`config.mk`:
```
export PLATFORM = sky130hd
export DESIGN_NAME = rbt_ram
export DESIGN_NICKNAME = d
export VERILOG_FILES = /design/src/rtl/rbt_ram.sv
export SDC_FILE = /design/constraint.sdc
export NUM_CORES = 2
export LEC_CHECK = 0
export BUFFER_PORTS_ARGS = -buffer_cell sky130_fd_sc_hd__clkbuf_2
export CAP_MARGIN = 10
export CORE_MARGIN = 10
export CORE_UTILIZATION = 50
export CTS_CLUSTER_DIAMETER = 120
export DETAILED_ROUTE_END_ITERATION = 10
export PLACE_DENSITY_LB_ADDON = 0.12
export SLEW_MARGIN = 40
export SYNTH_ARGS = -nofsm -noshare
export SYNTH_HDL_FRONTEND = slang
export SYNTH_SLANG_ARGS = --single-unit
```
`constraint.sdc`:
```
create_clock -name clk -period 2.9 [get_ports clk]
set_input_delay 0.58 -clock clk [delete_from_list [all_inputs] [get_ports clk]]
set_output_delay 0.58 -clock clk [all_outputs]
set_load 0.01 [all_outputs]
```
`src/rtl/rbt_ram.sv`:
```
// Simple dual-port synchronous RAM, one write and one registered read port.
// Used for both state tables; no package dependency.
`default_nettype none
module rbt_ram #(
    parameter int WIDTH = 8,
    parameter int DEPTH = 256
) (
    input  wire logic                                   clk,
    input  wire logic                                   we,
    input  wire logic [((DEPTH > 1) ? $clog2(DEPTH) : 1)-1:0] waddr,
    input  wire logic [WIDTH-1:0]                       wdata,
    input  wire logic                                   re,
    input  wire logic [((DEPTH > 1) ? $clog2(DEPTH) : 1)-1:0] raddr,
    output logic      [WIDTH-1:0]                       rdata
);

    logic [WIDTH-1:0] mem [DEPTH];

    always_ff @(posedge clk)
    begin
        if (we)
        begin
            mem[waddr] <= wdata;
        end
        if (re)
        begin
            rdata <= mem[raddr];
        end
    end

endmodule
`default_nettype wire

```
# [Yosys cells after proc, flatten, opt, wreduce, memory -nomap -nowiden]
# Memories as Yosys holds them, arrays and structs flattened. A register that Yosys moved wholly into a read port is not among the register bits.
# Index checks and enable logic that the tools add are counted.
[classes] muxes=2
[op_table] operator="$mux W1" count=2
[word_totals] n_memories=1 ram_bits=2048 inputBits=27 regBits=0
[memory_table] memory="mem" words=256 word_bits=8 read_ports=1 rd_clocked_by_memory_dff=1 write_ports=1 line="17" text="logic [WIDTH-1:0] mem [DEPTH];"

# [Longest topological paths before layout]
[depth] word_depth=2 depth_mapped=11 mapped_depth_nobuf=6

# [Worst setup path before layout]
# Ideal clock, no wire load.
[synth_timing] path_type="input to register" start="input raddr[0] in the netlist's numbering" end="register rdata[2] (read register of mem) (data pin)" arrival_ps=2387 required_ps=2631 path_buffers=4 path_stages=9 path_slack_ps=244 cell_sequence="buf_6 buf_12 buf_8 buf_2 mux4_2 a22oi_1 a21oi_1 nor4_1 nor4_2"
[synth_rtl] item="start, declared" line="13" text="input wire logic [((DEPTH > 1) ? $clog2(DEPTH) : 1)-1:0] raddr,"
[synth_rtl] item="end, declared" line="14" text="output logic [WIDTH-1:0] rdata"

==> impl_results.md <==
* DR vias at 40.8k
* IO Port Bufs at 34
* Pre-CTS setup slack at -0.889 ns
* Mapped Cells at 3,733
* # rows at about 150
* Multi-input logic area at 16,600 um^2
* GRT Util Overall at between 20% and 30%
* R2R depth at 6
* DRC at 0
* Cts bufs inserted at slightly above 200
* CTS max path bufs at 3
* Worst VDD drop at around 630 uV
* Seq cells post-synth at around 2k
* Required time worst endpoint at approximately 3.5 ns
* Hold EP: mem[94][1]$_DFFE_PP_
* Async set-reset flop share out of synthesis at 0%
* Final setup fails at 0
* Pin count of the biggest net entering global routing at 99
* Crit-path max FO at 24
* Syn Area/Cell at approximately 21 um^2
* Nets at 4,470
* Top_reg_cell synth: edfxtp_1
* Max-slew violations at 0
* Yosys warns at 0
* Post-synthesis cell type count at 54
* First-pass GRT wire length at around 300,000 um
* Critical path arrival at 3.39 ns
* CTS sink count at slightly above 2k
* # Max-Cap Violations at 0
* I/O Pins at 35
* Post-layout min period at 2.81 ns
* Fin crit share at a little over nine tenths
* Area of the mapped netlist at 79,600 um^2
* Root buffer cell: clkbuf_16
* FF-to-FF End: rdata[3]$_DFFE_PP_
* Pre-antenna DRT Iters at 5
* Share of layout cells above drive strength 1 at 32.6%
* Drt total wl at around 200,000 um
* H-tree lvl count at 4
* CTS Hold Bufs at 0
* Area Growth Syn to Fin at 18.3%
* CTS tree: built
* Grt peak-use layer: met2
* Die area at 176,000 um^2
* Post-synth EDFFs at 2,056
* Slew headroom at 44.8%
* RSZ-0062 raised after global routing: false
* Final worst slack at 0.0901 ns
* Gp weighted congestion at 0.815
* Max Freq at 356 MHz
* CP endpoint kind: flip-flop
* Worst-margin pin slew at 0.821 ns
* Vias in the first global route at 41.1k
* Met1 Use GR at 34.1%
* Routed len/inst at 30.6 um
* Post-CTS setup buffer count at 0
* Leakage power at slightly above 30 nW
* Clk pin slew, worst setup/hold paths at 0.06 ns
* Antenna viol nets, final at 0
* FF-to-FF setup slack at 0.20 ns
* Core footprint at between 150,000 and 200,000 um^2
* Worst Path Class, Setup: input port to flip-flop
* Origin of the critical flop-to-flop path: mem[66][3]$_DFFE_PP_
* Die Height at 419 um
* CP Launch Type: input port
* Part of the Yosys area used for sequential elements at 77.5%
* Filler cells at 11.3k
* GR Layer Usage met2 at a little under two fifths
* Status: complete, no violations
* Clk_skew at 0.0596 ns
* Congestion Overflow GR at 0
* Final hold violations at 0
* Initial antenna violation count at 9
* Hold WC Path Type: input port to flip-flop
* Initial Utilization at 50.3%
* Die Width at 419 um
* Syn Nets at around 3.8k
* Hold_sp: wdata[1]
* Vias per cell at 6.10
* Clk_lat worst skew at around 0.84 ns
* Hold Worst Slack at approximately 0.12 ns
* Worst hold path cell count at 1
* Met3 Resource Use GR at 4.02%
* Starting DRT DRC Count at 4,855
* Reg area at 61,700 um^2
* Power Total at between 60 and 70 mW
* PwrDens at 665 nW/um^2
* DP HPWL at approximately 130,000 um
-- worst max path at each step --
stage                        start                 end  cells after the start  slack [ns]
after floorplan           raddr[0]  rdata[2]$_DFFE_PP_                      9        0.24
after global placement    raddr[0]  rdata[3]$_DFFE_PP_                      8       -1.20
after detailed placement  raddr[0]  rdata[0]$_DFFE_PP_                      9       -0.89
after CTS                 raddr[0]  rdata[3]$_DFFE_PP_                      8        0.02
final                     raddr[0]  rdata[3]$_DFFE_PP_                      9        0.09
after global routing      raddr[0]  rdata[5]$_DFFE_PP_                      9        0.01
-- power by group --
group / leakage (nW) / switching (mW) / total [mW] / internal (mW)
clock network: 3.26 / 11.3 / 26.3 / 15.0
logic: 8.88 / 2.06 / 3.46 / 1.40
registers: 18.5 / 0.0417 / 32.8 / 32.8
-- registers in the layout, summed over array words and instances, names as in the netlist --
signal	flops
rdata	8
mem	2048
-- layout by cell type, fill, tap and decap left out, drive strengths merged, types with 6 or more instances in the layout --
cell,n
edfxtp,2056
a21oi,96
nor2b,31
nand2,33
clkbuf,268
o221ai,47
clkinv,101
o21ai,12
a221oi,14
nor2,282
nand4,10
nand2b,8
mux4,456
inv,6
o22ai,28
nor4,27
buf,712
and2,6
a22o,8
bufinv,20
a211oi,16
a22oi,133
nor3,22
o211ai,10
nand3,34
mux2i,134
-- Yosys cell counts (13+ instances only) --
cell type / instances / area (um^2)
edfxtp_1: 2056 / 61700
mux4_2: 454 / 10200
nor2_1: 282 / 1060
mux2i_1: 134 / 1340
a22oi_1: 133 / 998
clkbuf_1: 111 / 417
a21oi_1: 96 / 480
o221ai_1: 46 / 403
nand3_1: 34 / 170
nand2_1: 33 / 124
buf_2: 31 / 155
nor2b_1: 31 / 194
o22ai_1: 28 / 175
buf_4: 27 / 203
nor4_1: 24 / 150
buf_1: 22 / 82.6
nor3_1: 22 / 110
buf_6: 21 / 236
a211oi_1: 16 / 120
a221oi_1: 13 / 114
buf_8: 13 / 195
-- cells by family (layout without fill, tap and decap cells) --
group	count (synthesis)	after routing	share of synthesized area (%)
flops	2056	2056	77.5
simple gates	466	466	2.63
buf+inv	235	1112	1.83
mux	591	591	14.6
other cells	0	4	0
compound gates	385	385	3.42
-- cell type report --
cell class              count  area share [%]
well taps                2072            2.75
diodes                      4          0.0106
flip-flops and latches   2056            65.5
inverters                   2         0.00797
clock buffers             246            5.68
multi-input cells        1442            17.6
clock inverters           130            1.45
repair buffers            734            6.95
-- metal layers --
layer,vias to the layer above,routed length [um]
li1,17100,-
met1,21700,85500
met4,2,5810
met5,-,13
met3,305,15100
met2,1576,98000
-- critical path, cell delays in order --
cell      delay (ns)
buf_8           0.19
buf_12          0.25
buf_4           0.21
mux4_2          0.49
a22o_1          0.27
a221oi_1        0.55
o32ai_1         0.27
nor3_4          0.39
nor4_1          0.12
-- per-stage QoR --
step	TNS [ns]	utilization, %	cell area [um^2]	std cells
2_1_floorplan	0	-	79600	3733
6_report	0	59.5	94200	6686
5_1_grt	0	59.5	94200	6682
3_3_place_gp	-7.58	55.2	87400	6306
4_1_cts	0	59.5	94200	6682
3_5_place_dp	-5.93	55.2	87400	6306
-- timing repair --
action,4_1_cts,5_1_grt
resized for setup,1,3
endpoints found under the hold margin,0,0
endpoints found under the setup margin,1,3
(Power assumes the default switching activity.)
