## config.mk

```make
export PLATFORM = sky130hd
export DESIGN_NAME = rbt_eval
export DESIGN_NICKNAME = d
export VERILOG_FILES = /design/src/rtl/rbt_pkg.sv /design/src/rtl/rbt_eval.sv
export SDC_FILE = /design/constraint.sdc
export NUM_CORES = 1
export LEC_CHECK = 0
export BUFFER_PORTS_ARGS = -buffer_cell sky130_fd_sc_hd__buf_2
export CORE_MARGIN = 2
export CORE_UTILIZATION = 39
export DETAILED_ROUTE_END_ITERATION = 12
export PLACE_DENSITY = 0.92
export RECOVER_POWER = 50
export SYNTH_ARGS = -nofsm -noshare
export SYNTH_HDL_FRONTEND = slang
export SYNTH_SLANG_ARGS = --single-unit
```

## constraint.sdc

```tcl
create_clock -name vclk -period 4.05
set_input_delay 0.405 -clock vclk [all_inputs]
set_output_delay 0.405 -clock vclk [all_outputs]
set_load 0.03 [all_outputs]
```

## src/rtl/rbt_pkg.sv

```systemverilog
// Shared types and constants of the resource barrier tracker.
// No dependencies; every other file but rbt_ram imports this package.
`default_nettype none
package rbt_pkg;

    localparam int ID_W    = 8;
    localparam int STATE_W = 4;
    localparam int LIST_W  = 4;
    localparam int CMD_W   = 12;
    localparam int KIND_W  = 2;

    // Request modes carried in s_tuser
    typedef enum logic [1:0] {
        MODE_REGISTER   = 2'd0,
        MODE_TRANSITION = 2'd1,
        MODE_COMMIT     = 2'd2,
        MODE_CLEAR      = 2'd3
    } mode_t;

    localparam logic [KIND_W-1:0] KIND_IMMEDIATE = 2'd0;
    localparam logic [KIND_W-1:0] KIND_BEGIN     = 2'd1;
    localparam logic [KIND_W-1:0] KIND_END       = 2'd2;

    // Controller states, one-hot
    typedef enum logic [5:0] {
        ST_INIT   = 6'b000001,
        ST_IDLE   = 6'b000010,
        ST_EVAL   = 6'b000100,
        ST_COMMIT = 6'b001000,
        ST_DRAIN  = 6'b010000,
        ST_CLEAR  = 6'b100000
    } ctrl_state_t;

    typedef struct packed {
        mode_t              mode;
        logic [ID_W-1:0]    resource_id;
        logic [STATE_W-1:0] target_state;
        logic [LIST_W-1:0]  list_number;
        logic [CMD_W-1:0]   command_number;
    } item_t;

    typedef struct packed {
        logic               valid;
        logic [STATE_W-1:0] state;
    } reg_entry_t;

    typedef struct packed {
        logic               valid;
        logic [STATE_W-1:0] state;
        logic [LIST_W-1:0]  list;
        logic [CMD_W-1:0]   command;
    } trk_entry_t;

    typedef struct packed {
        logic [KIND_W-1:0]  barrier_kind;
        logic [LIST_W-1:0]  attach_list;
        logic [CMD_W-1:0]   attach_command;
        logic               attach_after;
        logic [ID_W-1:0]    barrier_resource;
        logic [STATE_W-1:0] before_state;
        logic [STATE_W-1:0] after_state;
        logic               uav_barrier;
        logic               status;
        logic               last_of_run;
    } result_t;

    typedef struct packed {
        logic [1:0] count;
        result_t    res0;
        result_t    res1;
        logic       trk_we;
        trk_entry_t trk_wdata;
    } eval_out_t;

endpackage
`default_nettype wire

```

## src/rtl/rbt_eval.sv

```systemverilog
// Transition decision: from the two table entries of a resource, works out
// the barrier words and the tracking write-back. Depends on rbt_pkg.
`default_nettype none
module rbt_eval (
    input  rbt_pkg::item_t                   item,
    input  wire logic                        id_ok,
    input  wire logic                        cmd_ok,
    input  rbt_pkg::reg_entry_t              reg_rd,
    input  rbt_pkg::trk_entry_t              trk_rd,
    input  wire logic [rbt_pkg::STATE_W-1:0] uav_code,
    output rbt_pkg::eval_out_t               ev
);
    import rbt_pkg::*;

    logic               tracked;
    logic               known;
    logic [STATE_W-1:0] prev;
    logic               change;
    logic               uav_hit;
    logic               split;
    logic [CMD_W:0]     cmd_gap;
    result_t            base;

    always_comb
    begin
        tracked = id_ok && trk_rd.valid;
        known   = tracked || (id_ok && reg_rd.valid);
        prev    = tracked ? trk_rd.state : reg_rd.state;
        change  = prev != item.target_state;
        uav_hit = !change && (prev == uav_code);
        // signed distance to last use; split when >= 2 or another list
        cmd_gap = {1'b0, item.command_number} - {1'b0, trk_rd.command};
        split   = tracked && ((trk_rd.list != item.list_number)
                  || (!cmd_gap[CMD_W] && (cmd_gap[CMD_W-1:1] != '0)));

        base.barrier_kind     = KIND_IMMEDIATE;
        base.attach_list      = item.list_number;
        base.attach_command   = item.command_number;
        base.attach_after     = 1'b0;
        base.barrier_resource = item.resource_id;
        base.before_state     = change ? prev : '0;
        base.after_state      = change ? item.target_state : '0;
        base.uav_barrier      = !change;
        base.status           = 1'b0;
        base.last_of_run      = 1'b1;

        ev.count             = 2'd0;
        ev.res0              = base;
        ev.res1              = base;
        ev.trk_we            = 1'b0;
        ev.trk_wdata.valid   = 1'b1;
        ev.trk_wdata.state   = item.target_state;
        ev.trk_wdata.list    = item.list_number;
        ev.trk_wdata.command = item.command_number;

        if (cmd_ok)
        begin
            if (!known)
            begin
                ev.count             = 2'd1;
                ev.res0.before_state = '0;
                ev.res0.after_state  = '0;
                ev.res0.uav_barrier  = 1'b0;
                ev.res0.status       = 1'b1;
            end
            else
            begin
                // stored state always ends up as the requested one
                ev.trk_we = 1'b1;
                if (change || uav_hit)
                begin
                    if (split)
                    begin
                        ev.count               = 2'd2;
                        ev.res0.barrier_kind   = KIND_BEGIN;
                        ev.res0.attach_list    = trk_rd.list;
                        ev.res0.attach_command = trk_rd.command;
                        ev.res0.attach_after   = 1'b1;
                        ev.res0.last_of_run    = 1'b0;
                        ev.res1.barrier_kind   = KIND_END;
                    end
                    else
                    begin
                        ev.count = 2'd1;
                    end
                end
            end
        end
    end

endmodule
`default_nettype wire

```

Yosys cells after proc, flatten, opt, wreduce, memory -nomap -nowiden

Index checks and enable logic that the tools add are counted.

Bits in registers: 0
Input bits: 62
Output and inout port bits: 100
Logic and storage cells: 31

$add $sub $neg: 1
Equal/unequal tests: 3
Mux-type cells: 16
Reductions and logical operators: 11

Operators by type and width:

| operator                     | number |
|---|---|
| 2-to-1 mux 21 bit            | 2 |
| 2-to-1 mux 19 bit            | 1 |
| 2-to-1 mux 18 bit            | 1 |
| 2-to-1 mux 13 bit            | 1 |
| subtractor 12 x 12 -> 13 bit | 1 |
| 2-to-1 mux 4 bit             | 3 |
| nonzero test 11 bit          | 1 |
| 2-to-1 mux 10 bit            | 1 |
| 2-to-1 mux 3 bit             | 3 |
| inequality test 4 bit        | 2 |
| logical AND 1 bit            | 5 |
| == test 4 bit                | 1 |
| 2-to-1 mux 2 bit             | 2 |
| logical OR 1 bit             | 3 |
| logical NOT 1 bit            | 2 |
| 2-to-1 mux 1 bit             | 2 |

Longest topological paths before layout

Word-level depth: 9
Mapped depth: 11
Gate-level depth less buffers: 9

Worst setup path after synthesis

No wires, ideal clock.

Path kind: input-to-output
Start: input trk_rd[10] (netlist bit)
End: output ev[81] (netlist bit)
Arrival time: 3.017 ns
Data required time: 3.645 ns
Slack: 0.628 ns
Cell stages on the path: 10
Buffers on the path: 1
Cell sequence: inv_1 -> ha_1 -> or3b_2 -> a211oi_1 -> nor2_1 -> mux2i_1 -> a2111oi_2 -> a211oi_4 -> buf_8 -> mux2i_1

RTL lines:

| element     | RTL line       | text |
|---|---|---|
| from (decl) | rbt_eval.sv:9  | `input rbt_pkg::trk_entry_t trk_rd,` |
| to (decl)   | rbt_eval.sv:11 | `output rbt_pkg::eval_out_t ev` |

==> flow_metrics.tcl <==
set metrics [dict create \
    ios 162 \
    utilization_pct 45.6 \
    crit_cells 12 \
    synth_top_family_by_area "buffers and inverters" \
    outcome "completed" \
    core_um2 4320 \
    synth_area_leaders "buf_4, ha_1, mux2_4" \
    max-cap-violations 0 \
    post-route-min-period_ns 3.47 \
    syn_area_um2 1750 \
    ys_types 45 \
    leakage_nw 1.05 \
    wl_met3_um 360 \
    cts_resized 0 \
    synth_compound_area_share_pct 17.0 \
    top_layer "met4" \
    drt_wl_total_um 4240 \
    dpl.cell_count 363 \
    routedLengthMet1_um 1570 \
    drv_slew 0 \
    rsz0062_at_grt "false" \
    initial_core_util_pct 40.5 \
    grt_first_pass_wirelength_um 6440 \
    setup_tns_ns 0 \
    area_growth_pct 12.8 \
    vias 1802 \
    setup_viol 0 \
    num_rows 24 \
    synth_fa_ha_area_share_pct 9.01 \
    grt_pass1_vias 1544 \
    seq_area_frac_synth_pct 0 \
    synth_top_area_share_pct 26.2 \
    post_cts.repair.setup_buffers 0 \
    start_kind "input pin" \
    critPathMaxStageDelay_ns 0.49 \
    drive_gt1_share_pct 39.2 \
    cp_top_family "compound AO/OA/AOI/OAI gates" \
    max_freq_mhz 288 \
    hold_depth 0 \
    crit_buf_inv 3 \
    fp.dieH_um 71.0 \
    dieWidth_um 71.0 \
    io_buffer_count 130 \
    die_area_um2 5040 \
    ff_latch_area_um2 0 \
    final_common_cell "buf_2" \
    fillCellCount 461 \
    drt_first_iter_violations 37 \
    antenna_found_initial 0 \
    dp_slack_ns 0.578 \
    crit_chain "buf_2 > nor2b_1 > fa_1 > nand2b_1 > a211oi_1 > nor2_1 > mux2i_1 > a2111oi_2 > a211oi_4 > buf_12 > mux2_4 > buf_2" \
    crit_fanout 21 \
    dp_hpwl_um 3650 \
    finalNetCount 387 \
    syn_inst 241 \
    grt_max_degree 22 \
    wire_per_inst_um 11.7 \
    diodes 0 \
    grt_overflow 0 \
    synth_largest_area_cell "buf_4" \
    worst-endpoint-arrival_ns 3.06 \
    met2_length_um 2270 \
    setup_slack_ns 0.583 \
    power_density_nw_per_um2 183 \
    report.final.hold_viol_count 0 \
    gp_congestion 0.827 \
    tightestPinTransition_ns 0.674 \
    yosysWarningCount 0 \
    dr.pass1.iters 4 \
    grt_usage_pct 14.8 \
    via_per_inst 4.96 \
    synth_xor_xnor_area_share_pct 7.51 \
    postCtsHoldBufs 0 \
    max_slew_margin_pct 54.5 \
    postRouteAntennaNets 0 \
    crit_path_frequent_cell "buf_2" \
    seq_cells 0 \
    synth_simple_gate_area_share_pct 18.0 \
    crit_required_ns 3.64 \
    cp-end-kind "primary output" \
    fin_crit_sh_pct 85.6 \
    cp_slowest_cell "a2111oi_2" \
    drc 0 \
    syn_area_per_cell_um2 7.26 \
    min_path_type "input pin to primary output" \
    final_cell_mix "buf_2, clkbuf_1, inv_1, nor2_1, a21oi_1" \
    final_cells 363 \
    hold_slack_ns 0.810 \
    num-clock-buffers 0 \
    muxShareOfSynthArea_pct 15.4 \
    vdd_drop_max_v 0.0000746 \
    path_class "input pin to primary output" \
]
==> cell families after synthesis <==
kind of cell	after synthesis
XOR/XNOR	15
AO/OA/AOI/OAI	43
other	2
AND/OR/NAND/NOR	61
multiplexers	22
buffers and inverters	86
adder cells (fa/ha/maj)	12
==> synth_stat cells, types with 6 or more instances <==
cell type	count
a21oi_1	13
buf_4	61
ha_1	11
inv_1	20
mux2_2	8
mux2_4	7
mux2i_1	6
nand2_1	7
nand2b_1	7
nor2_1	20
nor2b_1	7
o21ai_0	7
xnor2_1	11
==> through the flow <==
step / area (um2) / total power, W
after global placement: 2010 / 0.000358
after global routing: 1970 / 0.000388
after detailed placement: 2010 / 0.000365
after CTS: 2010 / 0.000366
final: 1970 / 0.000361
after floorplan: 1760 / 0.000319
==> report_power, final <==
part	switching, W	total (W)	leakage, nW	internal, W
clock network	0	0	0	0
registers	0	0	0	0
logic	0.000235	0.000361	1.05	0.000125
total	0.000235	0.000361	1.05	0.000125
==> layer usage <==
metal  vias to the layer above  track usage (%)
li1                        895                -
met3                        11            0.997
met2                        84             31.3
met1                       812             15.8
met5                         -                0
met4                         0             2.10
==> cell type report <==
class              instances  area, um2  area share (%)
well taps                 52       65.1            3.30
multi-input cells        159       1190            60.5
inverters                 20       75.1            3.80
repair buffers           132        639            32.4
==> path summary, 6_finish.rpt <==
| kind | end | startpoint |
|---|---|---|
| max | ev[94] | trk_rd[0] |
| min | ev[38] | item[25] |
Power figures use the tool's default switching activity.
