[src/rtl/rbt_pkg.sv]
// Shared types and constants of the resource barrier tracker.
// No dependencies; every other file but rbt_ram imports this package.
`default_nettype none
package rbt_pkg;

    localparam int ID_W    = 8;
    localparam int STATE_W = 4;
    localparam int LIST_W  = 4;
    localparam int CMD_W   = 12;
    localparam int KIND_W  = 2;

    // Request modes carried in s_tuser
    typedef enum logic [1:0] {
        MODE_REGISTER   = 2'd0,
        MODE_TRANSITION = 2'd1,
        MODE_COMMIT     = 2'd2,
        MODE_CLEAR      = 2'd3
    } mode_t;

    localparam logic [KIND_W-1:0] KIND_IMMEDIATE = 2'd0;
    localparam logic [KIND_W-1:0] KIND_BEGIN     = 2'd1;
    localparam logic [KIND_W-1:0] KIND_END       = 2'd2;

    // Controller states, one-hot
    typedef enum logic [5:0] {
        ST_INIT   = 6'b000001,
        ST_IDLE   = 6'b000010,
        ST_EVAL   = 6'b000100,
        ST_COMMIT = 6'b001000,
        ST_DRAIN  = 6'b010000,
        ST_CLEAR  = 6'b100000
    } ctrl_state_t;

    typedef struct packed {
        mode_t              mode;
        logic [ID_W-1:0]    resource_id;
        logic [STATE_W-1:0] target_state;
        logic [LIST_W-1:0]  list_number;
        logic [CMD_W-1:0]   command_number;
    } item_t;

    typedef struct packed {
        logic               valid;
        logic [STATE_W-1:0] state;
    } reg_entry_t;

    typedef struct packed {
        logic               valid;
        logic [STATE_W-1:0] state;
        logic [LIST_W-1:0]  list;
        logic [CMD_W-1:0]   command;
    } trk_entry_t;

    typedef struct packed {
        logic [KIND_W-1:0]  barrier_kind;
        logic [LIST_W-1:0]  attach_list;
        logic [CMD_W-1:0]   attach_command;
        logic               attach_after;
        logic [ID_W-1:0]    barrier_resource;
        logic [STATE_W-1:0] before_state;
        logic [STATE_W-1:0] after_state;
        logic               uav_barrier;
        logic               status;
        logic               last_of_run;
    } result_t;

    typedef struct packed {
        logic [1:0] count;
        result_t    res0;
        result_t    res1;
        logic       trk_we;
        trk_entry_t trk_wdata;
    } eval_out_t;

endpackage
`default_nettype wire

[src/rtl/rbt_out_buf.sv]
// Two-word output queue holding the barrier words of one request.
// Depends on rbt_pkg.
`default_nettype none
module rbt_out_buf (
    input  wire logic       clk,
    input  wire logic       rst_n,
    input  wire logic       load,
    input  wire logic [1:0] load_count,
    input  rbt_pkg::result_t load_res0,
    input  rbt_pkg::result_t load_res1,
    output logic            empty,
    output logic            out_valid,
    input  wire logic       out_ready,
    output rbt_pkg::result_t out_res
);
    import rbt_pkg::*;

    result_t    slot0_reg;
    result_t    slot1_reg;
    logic [1:0] cnt_reg;

    assign empty     = cnt_reg == 2'd0;
    assign out_valid = !empty;
    assign out_res   = slot0_reg;

    always_ff @(posedge clk or negedge rst_n)
    begin
        if (!rst_n)
        begin
            cnt_reg <= 2'd0;
        end
        else if (load && empty)
        begin
            cnt_reg <= load_count;
        end
        else if (!empty && out_ready)
        begin
            cnt_reg <= cnt_reg - 2'd1;
        end
    end

    always_ff @(posedge clk)
    begin
        if (load && empty)
        begin
            slot0_reg <= load_res0;
            slot1_reg <= load_res1;
        end
        else if (!empty && out_ready)
        begin
            slot0_reg <= slot1_reg;
        end
    end

endmodule
`default_nettype wire

[config.mk]
export PLATFORM = sky130hd
export DESIGN_NAME = rbt_out_buf
export DESIGN_NICKNAME = d
export VERILOG_FILES = /design/src/rtl/rbt_pkg.sv /design/src/rtl/rbt_out_buf.sv
export SDC_FILE = /design/constraint.sdc
export NUM_CORES = 1
export LEC_CHECK = 0
export BUFFER_PORTS_ARGS = -buffer_cell sky130_fd_sc_hd__buf_2
export CAP_MARGIN = 20
export CORE_MARGIN = 3
export CORE_UTILIZATION = 30
export CTS_CLUSTER_SIZE = 30
export DETAILED_ROUTE_END_ITERATION = 8
export HOLD_SLACK_MARGIN = 0.02
export PLACE_DENSITY_LB_ADDON = 0.3
export SYNTH_ARGS = -nofsm -noshare
export SYNTH_HDL_FRONTEND = slang
export SYNTH_SLANG_ARGS = --single-unit
[constraint.sdc]
create_clock -name clk -period 2.6 [get_ports clk]
set_input_delay 0 -clock clk [delete_from_list [all_inputs] [get_ports clk]]
set_output_delay 0 -clock clk [all_outputs]
set_load 0.05 [all_outputs]
## After elaboration in Yosys (flattened, before gate mapping)

Index checks and enable logic that the tools add are counted.

| cells by class | value |
|---|---|
| reduce and logical (&&, ||, !) cells | 5 |
| multiplexer cells | 4 |
| add/sub/neg operators | 1 |

Operators with widths:

| cell | number |
|---|---|
| 38-bit two-way mux | 2 |
| 2-bit two-way mux | 2 |
| 1-bit logical AND | 2 |
| 2-bit zero test | 1 |
| 2-bit nonzero test | 1 |
| 2-bit by 1-bit subtractor with 2-bit output (second input constant) | 1 |
| 1-bit zero test | 1 |

| word-level totals | value |
|---|---|
| input bits | 82 |
| bits in registers | 78 |
| output and inout port bits | 40 |

## Depth between registers and ports, before layout

Gate-level depths: netlist of the first run.

| logic depth | value |
|---|---|
| depth in word-level cells | 5 |
| depth in mapped cells | 6 |
| gate-level depth less buffers | 5 |

## Worst setup path after synthesis of the first run

OpenSTA, ideal clock, no wires.

| timing | value |
|---|---|
| path kind | reg2reg |
| start | register cnt_reg[0] |
| end | register slot0_reg (netlist bit out_res[0]), enable pin |
| arrival time | 1.593 ns |
| cell stages (with the launch flop) | 5 |
| period minus slack after synthesis | 1.988 ns |
| slack | 0.612 ns |
| cells stage by stage | dfrtp_1 inv_1 ha_1 nand2b_1 nand2_1 |

| between the ends | value |
|---|---|
| cells in the longest elaborated chain, start to end | 4 |

RTL lines:

| item | RTL line | RTL |
|---|---|---|
| start: declaration | rbt_out_buf.sv:20 | `logic [1:0] cnt_reg;` |
| start signal: assignment | rbt_out_buf.sv:34 | `cnt_reg <= load_count;` |
| start signal: assignment | rbt_out_buf.sv:38 | `cnt_reg <= cnt_reg - 2'd1;` |
| 2-bit zero test * | rbt_out_buf.sv:22 | `assign empty = cnt_reg == 2'd0;` |
| 1-bit zero test | rbt_out_buf.sv:49 | `else if (!empty && out_ready)` |
| 1-bit logical AND | rbt_out_buf.sv:49 |  |
| 2-bit nonzero test (no source line) * | n/a |  |
| end signal: assignment | rbt_out_buf.sv:46 | `slot0_reg <= load_res0;` |
| end signal: assignment | rbt_out_buf.sv:51 | `slot0_reg <= slot1_reg;` |
| end: declaration | rbt_out_buf.sv:18 | `result_t slot0_reg;` |

Every way passes the cells marked *; elsewhere a longest branch is shown, timed or not.
A chain may end at the register's enable or synchronous reset.

## Final worst setup path of the first run

| timing | value |
|---|---|
| start | register cnt_reg[0] |
| end | register cnt_reg[0] |

| between the ends | value |
|---|---|
| cells in the longest elaborated chain, start to end | 4 |

RTL lines:

| item |
|---|
| parallel branches: the longest is 4 deep, another holds 2-bit by 1-bit subtractor with 2-bit output |

Parallel ways; which one is timed is not known. The select of a mux whose other input is x is not followed.

==> run summary, run 1 <==
Max Fanout on Critical Path -> 4
post-CTS setup buffers -> 0
Net Count, Synth -> 220
final setup margin -> 0.833 ns
TritonCTS Buffers -> 9
Cells after Synth -> 136
Post-Place Worst Slack -> 0.883 ns
Post-Syn Area -> 2980 µm²
register area share after synthesis -> 78.4%
M2 GR Usage -> 21.8%
Synth Flop Type -> edfxtp_1
Worst EP required -> 2.88 ns
M1 GR Usage -> 13.9%
WL/cell -> 14.1 µm
Initial Util -> 31.5%
final routed DRC violation total -> 0
Setup Total Neg Slack -> 0 ns
minimum clock period -> 1.77 ns
routing usage on met3 -> 4.72%
Synth cell types -> 15
CTS clk-pin slew, worst paths -> 0.08 ns
Peak VDD IR -> 609 µV
Syn-to-layout area delta -> 61.5%
Placement Cell Area -> 3760 µm²
WS Path Type -> register to register
NumNets Final -> 433
period utilization -> 68.0%
Max clock buf depth -> 2
# IOs -> 122
Seq cells post-synth -> 78
die width -> 106 µm
asr flop ratio synth -> 2.56%
Hold/Removal Path Class -> input port to register
Worst R2R Path Depth -> 6
max cap viols -> 0
vias per inst -> 4.09
WL final -> 6.82 mm
yosys warns -> 0
fillers -> 841
LEAKAGE -> 0.00203 µW
final hold vios -> 0
row cnt -> 35
Iteration-0 DRC Markers -> 54
synthesized area per cell -> 21.9 µm²
TritonCTS Sinks -> 78
maximum clock rate -> 566 MHz
GR peak layer -> met2
Hold Crit Start -> out_ready
dpl hpwl -> 4.12 mm
clk root buf -> clkbuf_8
Setup crit end kind -> register
register-to-register setup slack -> 0.83 ns
Clock Skew -> 0.00995 ns
DRT antenna net count -> 0
GR Overflow Total -> 0
vias in the first global route -> 2,116
GRT Resource Usage Total -> 12.5%
Pre-Repair DR Iteration Count -> 3
die area -> 11,100 µm²
share of cells above drive strength 1 -> 49.7%
largest area contributor in the netlist -> edfxtp_1
largest net degree at the start of global routing -> 39
H-Tree Level Count -> 3
synth top area cells -> edfxtp_1, mux2_4, mux2_2, dfrtp_1, buf_6
Die H -> 106 µm
gpl congestion -> 0.694
hold depth -> 4
first-pass GRT wire length -> 10.6 mm
RSZ-0062 raised after global routing -> false
TritonCTS clock tree -> built
Power Dens Cells -> 970 nW/µm²
r2r endpoint -> cnt_reg[0]$_DFFE_PN0P_
WP data arrival -> 2.05 ns
most frequent cell after synthesis -> edfxtp_1
Worst Tran Pin Value -> 0.503 ns
CP Launch Type -> register
worst hold margin -> 0.356 ns
Final Max Tran Viols -> 0
share of the synthesized area in the top cell type -> 76.7%
initial antenna violation count -> 0
Post-synth EDFFs -> 76
outcome -> finished, final reports clean
Worst setup startpoint -> cnt_reg[0]$_DFFE_PN0P_
Slew headroom -> 66.5%
Skew-Pair Late Insertion Delay -> 0.34 ns
final setup fails -> 0
top cells by count, synth -> edfxtp_1, mux2_4, mux2_2
WHS Endpoint -> out_res[36]$_DFFE_PP_
design area -> 4810 µm²
Vias -> 1,976
core area -> 9460 µm²
R2R Path Start -> cnt_reg[0]$_DFFE_PN0P_
I/O Buffers -> 121
Antenna Cells -> 0
## worst max-delay path by stage
stage	end	depth (start not counted)	slack (ns)
6_report	cnt_reg[0]$_DFFE_PN0P_	6	0.83
5_1_grt	cnt_reg[0]$_DFFE_PN0P_	6	0.75
4_1_cts	cnt_reg[0]$_DFFE_PN0P_	6	0.87
3_5_place_dp	slot1_reg[20]$_DFFE_PP_	5	0.88
3_3_place_gp	slot1_reg[29]$_DFFE_PP_	5	0.96
2_1_floorplan	out_res[0]$_DFFE_PP_	4	0.61
## cells by family after synthesis
kind of cell	Yosys count	share of synthesized area, %
flip-flops	78	78.4
buffers and inverters	8	1.81
adder cells (fa/ha/maj)	2	0.841
AND/OR/NAND/NOR	5	0.799
AO/OA/AOI/OAI	4	0.925
multiplexers	39	17.2
## routing by layer
layer  wire [µm]  part of all wire (%)  vias up
met5           0                     0        -
met4         143                   2.1        0
met3         465                   6.8       15
met2        3510                    51       79
met1        2700                    40      928
li1            -                     -      954
## layout make-up
type	instances	area [µm²]	share of cell area, %
sequential	78	2330	48.5
timing repair buffer	206	1470	30.7
multi-input combinational	50	594	12.4
tap	129	161	3.36
clock buffer	11	131	2.73
clock inverter	5	97.6	2.03
inverter	4	15.0	0.312
## where the power goes
part           switching, µW  internal, µW
clock                    412           633
combinational           1170           572
sequential              70.2          1800
total                   1660          3000
## stage by stage
step | util, % | cells | power [µW]
2_1_floorplan | - | 136 | 3140
3_3_place_gp | 39.7 | 385 | 3500
3_5_place_dp | 39.7 | 385 | 3530
4_1_cts | 50.8 | 483 | 4710
5_1_grt | 50.8 | 483 | 4870
6_report | 50.8 | 483 | 4660
## repair_timing
action                                 CTS  global route
resized for setup                        0             0
endpoints found under the hold margin   80             0
hold buffers                            82             0
## layout by cell type (no fill, tap or decap)
| master | n |
|---|---|
| clkinv_1 | 2 |
| mux2_4 | 20 |
| nand2_1 | 1 |
| o22ai_1 | 1 |
| clkbuf_8 | 9 |
| dfrtp_1 | 2 |
| ha_1 | 2 |
| edfxtp_1 | 76 |
| inv_1 | 4 |
| dlygate4sd3_1 | 82 |
| buf_4 | 1 |
| mux2i_1 | 1 |
| buf_2 | 121 |
| o211a_1 | 1 |
| a31oi_1 | 1 |
| nand2b_1 | 2 |
| bufinv_16 | 3 |
| a21oi_1 | 1 |
| mux2_2 | 18 |
| buf_12 | 2 |
| clkbuf_1 | 2 |
| nand2_2 | 2 |
## worst max-delay path, cell delays in order, from the launching register on
cell	delay (ns)
dfrtp_1	0.37
inv_1	0.11
ha_1	0.22
nand2b_1	0.18
o22ai_1	0.10
a31oi_1	0.15
dlygate4sd3_1	0.58
Note: power is estimated with default switching activity, not from simulation.
==> run 2: changes to the inputs <==
ABC_AREA = 1   (was not set)
clock period = 1.6 ns   (was 2.6 ns; I/O delays follow)
==> run 2 against run 1 <==
Against the previous run:
- final cell count up 18%
- fmax increased by 19%
- sequential power up 76%
- synthesized cell count increased by 68%
- power up 80%
- count of clock-buffer cells in the layout grew 1
- via count rose by 19%
- sequential share of layout area is 0.31 points lower
- first-iteration DRC count grew 39%
- worst hold slack got worse by 0.18 ns
- critical path type unchanged
- largest cell class unchanged
==> run summary, run 2 <==
share of cells above drive strength 1 -> 34.0%
synthesized area per cell -> 13.2 µm²
GRT Resource Usage Total -> 13.9%
fillers -> 852
I/O Buffers -> 121
WP data arrival -> 1.51 ns
Worst Tran Pin Value -> 0.308 ns
Seq cells post-synth -> 78
first-pass GRT wire length -> 12.0 mm
final setup fails -> 0
die width -> 106 µm
Cells after Synth -> 228
WL/cell -> 13.1 µm
WHS Endpoint -> out_res[7]$_DFFE_PP_
Skew-Pair Late Insertion Delay -> 0.34 ns
Worst R2R Path Depth -> 5
most frequent cell after synthesis -> nand2_1
PnR Total Power -> 8400 µW
register-to-register setup slack -> 0.12 ns
Power Internal -> 4800 µW
Die H -> 106 µm
core area -> 9500 µm²
Final Max Tran Viols -> 0
TritonCTS clock tree -> built
Vias -> 2,360
vias per inst -> 4.14
yosys warns -> 0
Worst EP required -> 1.62 ns
Clock Skew -> 0.0134 ns
Post-synth EDFFs -> 76
Sw Pwr -> 3600 µW
initial antenna violation count -> 0
Clk pwr share -> 16.6%
clk root buf -> clkbuf_8
H-Tree Level Count -> 3
final core occ -> 50.9%
share of the synthesized area in the top cell type -> 75.9%
TritonCTS Sinks -> 78
Setup crit end kind -> register
Hold/Removal Path Class -> input port to register
Post-Syn Area -> 3010 µm²
NumNets Final -> 520
top cells by count, synth -> nand2_1, edfxtp_1, nand3_1
RSZ-0062 raised after global routing -> false
final hold vios -> 0
register area share after synthesis -> 77.6%
final routed DRC violation total -> 0
Syn-to-layout area delta -> 60.9%
asr flop ratio synth -> 2.56%
Max clock buf depth -> 2
vias in the first global route -> 2,492
Slew headroom -> 79.4%
# IOs -> 122
Synth Flop Type -> edfxtp_1
most frequent cells in the layout -> buf_2, nand2_1, dlygate4sd3_1
dpl hpwl -> 4.87 mm
largest net degree at the start of global routing -> 41
gpl congestion -> 0.711
LEAKAGE -> 0.00211 µW
switching share of power -> 42.9%
Net Count, Synth -> 312
design area -> 4840 µm²
CTS clk-pin slew, worst paths -> 0.08 ns
die area -> 11,300 µm²
WL final -> 7.49 mm
TritonCTS Buffers -> 9
Setup Total Neg Slack -> 0 ns
Iteration-0 DRC Markers -> 75
WS Path Type -> register to register
Synth cell types -> 11
Antenna Cells -> 0
maximum clock rate -> 674 MHz
Worst setup startpoint -> cnt_reg[0]$_DFFE_PN0P_
max cap viols -> 0
synth top area cells -> edfxtp_1, nand2_1, nand3_1, dfrtp_1, buf_2
largest area contributor in the netlist -> edfxtp_1
Max Fanout on Critical Path -> 40
DRT antenna net count -> 0
post-CTS setup buffers -> 0
minimum clock period -> 1.48 ns
hold depth -> 3
Peak VDD IR -> 775 µV
row cnt -> 35
Reg power frac -> 39.3%
period utilization -> 92.8%
Pre-Repair DR Iteration Count -> 4
most common cell after layout, fill and taps aside -> buf_2
Power Dens Cells -> 1740 nW/µm²
r2r endpoint -> out_res[0]$_DFFE_PP_
CP Launch Type -> register
outcome -> finished, final reports clean
Combinational Power Share -> 44.1%
Placement Cell Area -> 3830 µm²
GR Overflow Total -> 0
Hold Crit Start -> load
R2R Path Start -> cnt_reg[0]$_DFFE_PN0P_
Initial Util -> 31.6%
[run 2: through the flow]
stage / worst slack, ns / hold slack, ns / std cells
final: 0.115 / 0.172 / 570
after global routing: 0.00185 / 0.179 / 570
after CTS: 0.0536 / 0.160 / 570
after detailed placement: 0.116 / -0.215 / 473
after global placement: 0.182 / -0.214 / 473
after floorplan: 0.00154 / -0.296 / 228
[run 2: per-layer routing]
layer,part of all wire (%),track usage (%),vias up
li1,-,-,1206
met1,41,16.2,1051
met2,52,24.4,91
met3,5.9,3.28,12
met4,1.6,5.92,0
met5,0,0,-
[run 2: cells by family (layout without fill, tap and decap cells)]
group | Yosys count | in the layout | synth area share (%)
adders and majority gates | 2 | 2 | 0.832
buffers and inverters | 18 | 231 | 3.54
DFF | 78 | 78 | 77.6
and+or+nand+nor | 130 | 130 | 18.1
[run 2: cell type report]
cell class                 count  area, µm²  area share [%]
sequential                    78       2330            48.2
clock buffer                  12        135            2.79
timing repair buffer         210       1510            31.2
inverter                       5       26.3           0.543
tap                          129        161            3.34
clock inverter                 4       47.5           0.983
multi-input combinational    132        623            12.9
[run 2: how the worst max path moves through the flow]
stage / endpoint / slack [ns] / depth (start not counted)
finish: out_res[0]$_DFFE_PP_ / 0.12 / 5
global route: cnt_reg[1]$_DFFE_PN0P_ / 0.002 / 7
CTS: empty / 0.05 / 4
detailed placement: out_res[30]$_DFFE_PP_ / 0.12 / 5
global placement: out_res[24]$_DFFE_PP_ / 0.18 / 5
floorplan: slot1_reg[0]$_DFFE_PP_ / 0.002 / 4
[run 2: power by group through the flow]
stage | clock network (µW) | logic, µW | registers, µW
final | 1390 | 3710 | 3300
after global routing | 1530 | 3980 | 3360
after CTS | 1440 | 3730 | 3300
after detailed placement | 0 | 3560 | 3340
after global placement | 0 | 3510 | 3340
after floorplan | 0 | 1230 | 4810
[run 2: repair_timing]
item                                    CTS  global route
pin swaps                                 0             1
hold buffers                             81             0
resized for setup                         2             1
cloned                                    0             0
endpoints found under the setup margin    1             2
endpoints found under the hold margin    80             0
[run 2: critical path, cell delays in order (launching register included)]
cell	delay (ns)
dfrtp_1	0.39
inv_1	0.13
ha_4	0.21
clkinvlp_4	0.12
nand2_4	0.11
nand2_8	0.20
